==> config.mk <==
export PLATFORM = sky130hd
export DESIGN_NAME = mbs_mac
export DESIGN_NICKNAME = d
export VERILOG_FILES = /design/src/rtl/mbs_pkg.sv /design/src/rtl/mbs_mac.sv
export SDC_FILE = /design/constraint.sdc
export NUM_CORES = 1
export LEC_CHECK = 0
export BUFFER_PORTS_ARGS = -buffer_cell sky130_fd_sc_hd__buf_2
export CAP_MARGIN = 20
export CELL_PAD_IN_SITES_DETAIL_PLACEMENT = 1
export CELL_PAD_IN_SITES_GLOBAL_PLACEMENT = 2
export CORE_MARGIN = 1.5
export CORE_UTILIZATION = 39
export DETAILED_ROUTE_END_ITERATION = 6
export GPL_TIMING_DRIVEN = 0
export PLACE_DENSITY = 0.77
export SKIP_CTS_REPAIR_TIMING = 1
export SLEW_MARGIN = 20
export SYNTH_ARGS = -nofsm -noshare
export SYNTH_HDL_FRONTEND = slang
export SYNTH_SLANG_ARGS = --single-unit
==> constraint.sdc <==
create_clock -name clk_i -period 7.65 [get_ports clk_i]
set_clock_uncertainty 0.15 [all_clocks]
set_input_delay 1.53 -clock clk_i [delete_from_list [all_inputs] [get_ports clk_i]]
set_output_delay 1.53 -clock clk_i [all_outputs]
set_load 0.005 [all_outputs]
==> src/rtl/mbs_pkg.sv <==
`timescale 1ns / 1ps
`default_nettype none
// ---------------------------------------------------------------------------
// mbs_pkg - shared types and constants of the multichannel bilinear sampler
// Fixed field widths, register indexes, opcodes and the tag that travels
// with each pixel store read into the multiply-accumulate pipeline.
// ---------------------------------------------------------------------------
package mbs_pkg;

  localparam int COORD_BITS    = 19;
  localparam int FRACTION_BITS = 8;
  localparam int SAMPLE_BITS   = 16;
  localparam int CHAN_BITS     = 2;
  localparam int DIM_BITS      = 9;
  localparam int COUNT_BITS    = 3;
  localparam int CFG_IDX_BITS  = 2;

  // Bilinear weights reach exactly 1.0 in 2*F fraction bits
  localparam int WEIGHT_BITS   = 2 * FRACTION_BITS + 1;
  localparam int ACC_BITS      = SAMPLE_BITS + 2 * FRACTION_BITS;
  localparam int HALF_FIX      = 1 << (FRACTION_BITS - 1);
  localparam int NUM_TAPS      = 4;
  localparam int TAP_BITS      = 2;

  localparam logic [DIM_BITS-1:0]   RESET_WIDTH    = DIM_BITS'(256);
  localparam logic [DIM_BITS-1:0]   RESET_HEIGHT   = DIM_BITS'(256);
  localparam logic [COUNT_BITS-1:0] RESET_CHANNELS = COUNT_BITS'(4);

  localparam logic [CFG_IDX_BITS-1:0] CFG_IMAGE_WIDTH   = 2'd0;
  localparam logic [CFG_IDX_BITS-1:0] CFG_IMAGE_HEIGHT  = 2'd1;
  localparam logic [CFG_IDX_BITS-1:0] CFG_CHANNEL_COUNT = 2'd2;

  localparam logic STATUS_OK  = 1'b0;
  localparam logic STATUS_ERR = 1'b1;

  typedef enum logic [1:0] {
    OP_WRITE    = 2'd0,
    OP_BILINEAR = 2'd1,
    OP_NEAREST  = 2'd2,
    OP_RESERVED = 2'd3
  } opcode_e;

  typedef struct packed {
    logic                vld;
    logic                first;
    logic                last;
    logic [TAP_BITS-1:0] tap;
  } mbs_tag_t;

endpackage
`default_nettype wire

==> src/rtl/mbs_mac.sv <==
`timescale 1ns / 1ps
`default_nettype none
// ---------------------------------------------------------------------------
// mbs_mac - weighted accumulation of pixel store reads
// Holds the four neighbour weights of the current item, multiplies each read
// by the weight of its tap and sums the taps of one channel.
// ---------------------------------------------------------------------------
module mbs_mac (
  input  wire logic                                clk_i,
  input  wire logic                                rst_ni,
  input  wire logic                                wgt_load_i,
  input  wire logic                                nearest_i,
  input  wire logic [mbs_pkg::FRACTION_BITS-1:0]   frac_x_i,
  input  wire logic [mbs_pkg::FRACTION_BITS-1:0]   frac_y_i,
  input  wire mbs_pkg::mbs_tag_t                   tag_i,
  input  wire logic [mbs_pkg::SAMPLE_BITS-1:0]     rd_data_i,
  output      logic                                done_o,
  output      logic [mbs_pkg::SAMPLE_BITS-1:0]     value_o
);

  localparam int WB = mbs_pkg::WEIGHT_BITS;
  localparam int AB = mbs_pkg::ACC_BITS;
  localparam int FB = mbs_pkg::FRACTION_BITS;

  logic [WB-1:0] fx, fy, gx, gy;
  logic [WB-1:0] weight_q [mbs_pkg::NUM_TAPS];

  mbs_pkg::mbs_tag_t tag_a_q, tag_b_q;
  logic [AB-1:0]     data_ext, wgt_ext;
  logic [AB-1:0]     prod_q;
  logic [AB-1:0]     acc_q;
  logic              done_q;

  assign fx = WB'(frac_x_i);
  assign fy = WB'(frac_y_i);
  assign gx = WB'(1 << FB) - fx;
  assign gy = WB'(1 << FB) - fy;

  // Nearest reads a single tap at unit weight
  always_ff @(posedge clk_i) begin
    if (wgt_load_i) begin
      if (nearest_i) begin
        weight_q[0] <= WB'(1 << (2 * FB));
      end else begin
        weight_q[0] <= gx * gy;
      end
      weight_q[1] <= fx * gy;
      weight_q[2] <= gx * fy;
      weight_q[3] <= fx * fy;
    end
  end

  always_ff @(posedge clk_i or negedge rst_ni) begin
    if (!rst_ni) begin
      tag_a_q <= '0;
      tag_b_q <= '0;
      done_q  <= 1'b0;
    end else begin
      tag_a_q <= tag_i;
      tag_b_q <= tag_a_q;
      done_q  <= tag_b_q.vld & tag_b_q.last;
    end
  end

  assign data_ext = AB'(rd_data_i);
  assign wgt_ext  = AB'(weight_q[tag_a_q.tap]);

  always_ff @(posedge clk_i) begin
    if (tag_a_q.vld) begin
      prod_q <= data_ext * wgt_ext;
    end
    if (tag_b_q.vld) begin
      if (tag_b_q.first) begin
        acc_q <= prod_q;
      end else begin
        acc_q <= acc_q + prod_q;
      end
    end
  end

  assign done_o  = done_q;
  assign value_o = acc_q[2 * FB +: mbs_pkg::SAMPLE_BITS];

endmodule
`default_nettype wire

* Yosys cells after proc, flatten, opt, wreduce, memory -nomap -nowiden
Memory sizes are Yosys's and may differ from the RTL's. Cells that the tools add are included.
Storage, ports and cells: input port bits 41, memories kept 1, logic and storage cells 31, bits in writable memories 68, output and inout bits 17, bits in registers 73
Cells by class: multipliers 5, muxes and demuxes 10, bitwise gates (word level) 2, $add $sub $neg 3
Memories:
- weight_q | depth 4, bits a word 17, rd ports 1, clocked after memory_dff 0, wr ports 4, line mbs_mac.sv:26 | logic [WB-1:0] weight_q [mbs_pkg::NUM_TAPS];
Operators with widths (number):
- $add A32 B32 Y32 | 1
- $mul A16 B17 Y32 | 1
- $mux W32 | 1
- $sub A9 B8 Y10 const A | 2
- $mul A10 B10 Y17 | 1
- $mul A10 B9 Y17 | 1
- $mul A9 B10 Y17 | 1
- $mux W17 | 1
- $mul A8 B8 Y16 | 1
- $mux W1 | 8
- $and A1 B1 Y1 | 1
- $or A1 B1 Y1 | 1

* Logic depth before layout (Yosys ltp)
Gate-level depths: netlist (run 1).
word-level depth 4, depth in mapped cells 28, mapped depth without buffers 25

* Worst setup path after synthesis (run 1)
No wires, ideal clock.
path kind input -> register, from input rd_data_i[7] in the netlist's numbering, to register prod_q[31], data pin, required time 7240 ps, setup time 260 ps, data arrival time 7150 ps, buffers on the path 2, path slack 91 ps, stages 25, cell sequence buf_1 -> clkbuf_1 -> nand2_1 -> fa_1 -> inv_1 -> fa_1 -> inv_1 -> fa_1 -> inv_1 -> fa_1 -> fa_1 -> inv_1 -> fa_1 -> inv_1 -> ha_1 -> and4_1 -> a21oi_1 -> o21ai_0 -> a32o_1 -> a221oi_2 -> o21ai_1 -> a21oi_2 -> o31ai_1 -> a21oi_2 -> xnor2_1
Between the ends: word-level cells in the longest chain between the ends 1
RTL lines:
- from (decl) | line mbs_mac.sv:16 | input wire logic [mbs_pkg::SAMPLE_BITS-1:0] rd_data_i,
- $mul A16 B17 Y32 | line mbs_mac.sv:70 | prod_q <= data_ext * wgt_ext;
- to (signal assigned) | line mbs_mac.sv:70
- to (decl) | line mbs_mac.sv:30 | logic [AB-1:0] prod_q;
No other way between the ends. A chain may end at the register's enable or synchronous reset.

==> results of run 1 <==
[cells by family after synthesis]
kind of cell / count (synthesis) / share of synthesized area
fa+ha+maj: 678 / 0.459
mux: 21 / 0.0163
simple gates: 754 / 0.150
buf+inv: 631 / 0.0989
flops: 138 / 0.166
xor+xnor: 126 / 0.0448
compound gates: 230 / 0.0645
[worst max path at each step]
stage | endpoint | slack, ps
2_1_floorplan | prod_q[31] | 90
3_3_place_gp | weight_q[0][16] | -1600
3_5_place_dp | weight_q[0][16] | -1830
4_1_cts | prod_q[30] | -1660
5_1_grt | weight_q[0][16] | -40
6_report | weight_q[0][14] | 140
[Yosys cell counts, types with 23 or more instances]
master | instances | area share
a21o_1 | 33 | 0.010
xor2_1 | 47 | 0.017
fa_1 | 376 | 0.31
nor2_1 | 79 | 0.012
ha_1 | 302 | 0.15
xnor2_1 | 79 | 0.028
nand2_1 | 322 | 0.049
clkbuf_1 | 86 | 0.013
nor3_1 | 23 | 0.0047
inv_1 | 522 | 0.080
and2_1 | 253 | 0.064
o21ai_0 | 45 | 0.0091
a21oi_1 | 57 | 0.012
edfxtp_1 | 129 | 0.16
[metal layers]
metal | wire [um] | global-route usage | vias up | part of all wire
met5 | 0 | 0 | - | 0
met4 | 1900 | 0.0680 | 0 | 0.027
met3 | 1540 | 0.0193 | 69 | 0.022
met2 | 36800 | 0.418 | 208 | 0.52
met1 | 30300 | 0.283 | 9133 | 0.43
li1 | - | - | 8197 | -
[flip-flops by register name (all words and copies together), names as in the netlist]
name	count
acc_q	32
done_o	1
prod_q	32
tag_a_q	5
tag_b_q	3
weight_q	65
[cell type report]
type,count,area [um2],share of cell area
multi-input cells,1809,18400,0.675
flip-flops and latches,138,4100,0.150
inverters,522,1970,0.0724
well taps,837,1050,0.0384
plain buffers,108,693,0.0254
repair buffers,75,470,0.0173
clock buffers,20,437,0.0160
clock inverters,12,141,0.00519
[stage by stage]
stage	std cells	cell area (um2)	TNS (ps)	setup slack (ps)
finish	3521	27300	0	139
global placement	3464	25900	-33800	-1600
floorplan	2578	24600	0	90.5
detailed placement	3465	25900	-38260	-1830
global route	3521	27300	-70.2	-40.7
CTS	3497	26500	-27800	-1660
==> summary.md, run 1 <==
| Metric | Value |
|---|---|
| Vias in the first global route | 19800 |
| Nets | 3390 |
| Finish-stage setup viols | 0 |
| Fin. max-slew vios | 0 |
| Max-slew headroom | 0.493 |
| Slew @ Worst Pin | 761 ps |
| Fillers | 7096 |
| Min-Delay Endpoint | tag_b_q[3] |
| Cell area after synthesis | 0.0246 mm2 |
| Final Critical Period | 7510 ps |
| Synth cell types | ~70 |
| Worst R2R End | prod_q[30] |
| Status | finished, final reports clean |
| Mapped Cells | approximately 2600 |
| Ant. Diodes | 0 |
| Die Ht | 254 um |
| Fmax achieved | between 100 and 150 MHz |
| Initial antenna violation count | 0 |
| Max incr delay on CP | approximately 520 ps |
| CP startpoint kind | input port |
| P&R area growth vs syn | 10.7% |
| Die area | 0.0646 mm2 |
| First-pass GRT wire length | 112000 um |
| Max cap viols | 0 |
| Final wirelength | approximately 71000 um |
| DRC Markers | 0 |
| Post-synth EDFFs | 129 |
| Cell Rows | just over 90 |
| # clock sinks | 138 |
| Total overflow reported by the global router | 0 |
| CTS Buffer Depth | 2 |
| Io pins | 58 |
| Hold_ws | 203 ps |
| Later-pin clock latency in the skew report | ~450 ps |
| Initial DRT Pass Iterations | 5 |
| Starting Density | 0.397 |
| Share of layout cells above drive strength 1 | 0.0991 |
| Startpoint of the worst hold path | tag_a_q[3] |
| Critical Path Most Common Cell | fa_1 |
| Die Wd | 254 um |
| Most common cell after layout, fill and taps aside | inv_1 |
| Worst Setup SP | frac_x_i[1] |
| Post-synth top flop | edfxtp_1 |
| RSZ-0062 raised after global routing | true |
| Core Footprint | about 0.062 mm2 |
| Pin count of the biggest net entering global routing | 52 |
| Worst hold path type | reg2reg |
| Crit-path cells | buf_2, clkinvlp_4, ha_2, nand2_2, or3_4, xor2_4, buf_6, nand2_1, fa_1, fa_1, fa_1, fa_1, inv_1, fa_1, ha_1, or2_2, o22a_1, a41o_1, o41ai_4, xor2_1, nor2_1 |
| CTS clock-pin slew for the worst setup and hold paths | 60 ps |
| Final hold violations | 0 |
| Setup crit end kind | register |
| Worst path slowest cell | fa_1 |
| Final Util | 0.439 |
| H-tree level count | 4 |
| Hold Path Cell Cnt | 0 |
| Vias per Instance | 5.00 |
| Syn Area/Cell | 9.55 um2 |
| Period utilization | 0.982 |
| R2r worst-path depth | 24 |
| FF-to-FF setup slack | 280 ps |
| Crit path max-delay family | adder cells |
| Setup CP Type | in2reg |
| Critical Path RT | ~7700 ps |
| Syn Nets | 3297 |
| DR vias | 17600 |
| Root buf cell | clkbuf_16 |
| Final HPWL DP | 58800 um |
| Clock tree from TritonCTS | built |
| Wire per inst | approximately 20 um |
| Antenna viol nets, final | 0 |
| Crit-path max FO | 10 |
| Routability cong. | 0.880 |
| Arrival time worst endpoint | between 7000 and 8000 ps |
| CP Buf/Inv Count | 4 |
| Num CTS Buffers | 17 |
| WP depth | 21 |
| Sequential element share of the synthesized area | 0.166 |
| RR Startpoint | tag_a_q[0] |
| Warnings from Yosys | 0 |
| Flop and latch count out of synthesis | ~140 |
| Initial drt markers | 763 |
| IO Port Bufs | 49 |
| FFs w/ async S/R, synth | 0.0652 |
| Most frequent cells in the layout | inv_1 (518), fa_1 (376), nand2_1 (321), ha_1 (295), and2_1 (253) |
| GRT Util Overall | 0.228 |
Power of run 1 is not shown: default switching activity piles up to over one toggle a cycle in this logic, so the estimate is an artifact.
==> run 2: changes to the inputs <==
--- a/config.mk
+++ b/config.mk
@@ -10,10 +10,11 @@
 export CELL_PAD_IN_SITES_DETAIL_PLACEMENT = 1
 export CELL_PAD_IN_SITES_GLOBAL_PLACEMENT = 2
 export CORE_MARGIN = 1.5
-export CORE_UTILIZATION = 39
+export CORE_UTILIZATION = 43
+export CTS_BUF_LIST = sky130_fd_sc_hd__clkbuf_16
 export DETAILED_ROUTE_END_ITERATION = 6
 export GPL_TIMING_DRIVEN = 0
-export PLACE_DENSITY = 0.77
+export PLACE_DENSITY = 0.8
 export SKIP_CTS_REPAIR_TIMING = 1
 export SLEW_MARGIN = 20
 export SYNTH_ARGS = -nofsm -noshare
==> constraint.sdc (replaced) <==
create_clock -name clk_i -period 7.12 [get_ports clk_i]
set_clock_uncertainty 0.15 [all_clocks]
set_input_delay 1.424 -clock clk_i [delete_from_list [all_inputs] [get_ports clk_i]]
set_output_delay 1.424 -clock clk_i [all_outputs]
set_load 0.005 [all_outputs]
==> run 2 against run 1 <==
Against the previous run: the flow now finishes with violations (negative setup slack); final cell count decreased by 0.97%; core utilization is 5.7 points higher; wire length is 0.78% higher; via count is 1.8% higher; largest cell class unchanged; highest routed layer unchanged.
==> summary.md, run 2 (synthesis results as in run 1) <==
| Metric | Value |
|---|---|
| Status | finished, violations left |
| Failing checks | negative setup slack |
| Placed Area | 0.0259 mm2 |
| GRT Util Overall | 0.246 |
| Initial antenna violation count | 2 |
| Arrival time worst endpoint | 7590 ps |
| Fin. max-slew vios | 0 |
| Pin count of the biggest net entering global routing | 52 |
| Clock tree from TritonCTS | built |
| P&R area growth vs syn | 13.8% |
| Wire per inst | 20.4 um |
| Slew @ Worst Pin | 784 ps |
| # clock sinks | 138 |
| Die Ht | between 200 and 250 um |
| Period utilization | 1.05 |
| Vias per Instance | 5.14 |
| DRC Markers | 0 |
| Initial drt markers | 676 |
| Crit-path max FO | 6 |
| Max reg flops | 65 |
| Final instance area | 0.0280 mm2 |
| H-tree level count | 4 |
| Setup crit end kind | register |
| Core Footprint | 0.0565 mm2 |
| Final HPWL DP | ~58000 um |
| Fillers | 6381 |
| Uppermost layer routed | met4 |
| Max-slew headroom | 0.478 |
| Worst hold path type | reg2reg |
| Final wirelength | 71100 um |
| Num CTS Buffers | 17 |
| DR vias | 17900 |
| Ant. Diodes | 0 |
| Initial DRT Pass Iterations | 5 |
| Vias in the first global route | 19900 |
| Critical Path RT | a little over 7000 ps |
| CTS Buffer Depth | 2 |
| Met1 wire length | approximately 30000 um |
| Setup CP Type | reg2reg |
| Fmax achieved | 133 MHz |
| TNS Setup | -2200 ps |
| Most frequent cells in the layout | inv_1 (515), fa_1 (372), nand2_1 (317), ha_1 (292), and2_1 (252) |
| Cell Rows | just under 90 |
| CTS clock-pin slew for the worst setup and hold paths | 70 ps |
| Finish-stage setup viols | 11 |
| Largest registers | weight_q (65), acc_q (32), prod_q (32) |
| Starting Density | 0.436 |
| Final hold violations | 0 |
| Hold_ws | 195 ps |
| Metal2 WL | 37400 um |
| Root buf cell | clkbuf_16 |
| Most common cell after layout, fill and taps aside | inv_1 |
| Share of layout cells above drive strength 1 | 0.132 |
| Later-pin clock latency in the skew report | 460 ps |
| Final Critical Period | 7510 ps |
| Max cap viols | 0 |
| Die area | just under 0.06 mm2 |
| RSZ-0062 raised after global routing | true |
| Antenna viol nets, final | 0 |
| DR WL met3 | 1630 um |
| Die Wd | between 200 and 250 um |
| Total overflow reported by the global router | 0 |
| Nets | 3437 |
| Io pins | 58 |
| Final worst slack | -385 ps |
| CP startpoint kind | register |
| Most flops, register | weight_q |
| First-pass GRT wire length | 110000 um |
| Routability cong. | 0.857 |
| Final Util | 0.496 |
| IO Port Bufs | 49 |
-- run 2: cell type report --
class | count | area, um2 | area share
sequential | 138 | 4100 | 0.146
buffer | 108 | 754 | 0.0269
clock inverter | 15 | 165 | 0.00589
timing repair buffer | 122 | 931 | 0.0332
inverter | 522 | 1990 | 0.0711
clock buffer | 17 | 425 | 0.0152
tap | 756 | 946 | 0.0337
multi-input combinational | 1809 | 18700 | 0.668
-- run 2: path summary, 6_finish.rpt --
kind,slack [ps],from,cells past startpoint,to
max in group asynchronous,5920,rst_ni,1,tag_a_q[4]
min reg2reg,200,tag_a_q[3],0,tag_b_q[3]
min,200,tag_a_q[3],0,tag_b_q[3]
max reg2reg,-390,tag_a_q[0],25,prod_q[30]
max,-390,tag_a_q[0],25,prod_q[30]
min in group asynchronous,670,rst_ni,1,tag_b_q[4]
-- run 2: worst max-delay path, cell delays in order, from the launching register on --
cell and delay (ps):
dfrtp_1 430, buf_8 180, mux4_2 650, buf_12 190, and2_4 150, fa_1 520, inv_2 40, fa_1 480
fa_1 500, inv_1 50, fa_1 470, fa_1 520, inv_2 40, fa_1 500, inv_2 50, ha_4 290
nand4_1 120, or3b_1 420, o211ai_1 140, o21ai_2 160, a21oi_2 240, nor3_2 80, nor3_2 240, a31o_1 210
a21oi_2 90, xnor2_2 360
-- run 2: stage by stage --
stage          worst slack, ps  std cells
3_5_place_dp             -2280       3384
2_1_floorplan             12.7       2578
6_report                  -385       3487
5_1_grt                   -629       3487
3_3_place_gp             -2130       3383
4_1_cts                  -2340       3416
-- run 2: metal layers --
layer,track usage,vias to the layer above
met1,0.292,9306
met2,0.445,234
met3,0.0326,86
met4,0.0983,0
met5,0,-
li1,-,8300
Power of run 2 is left out for the same reason.
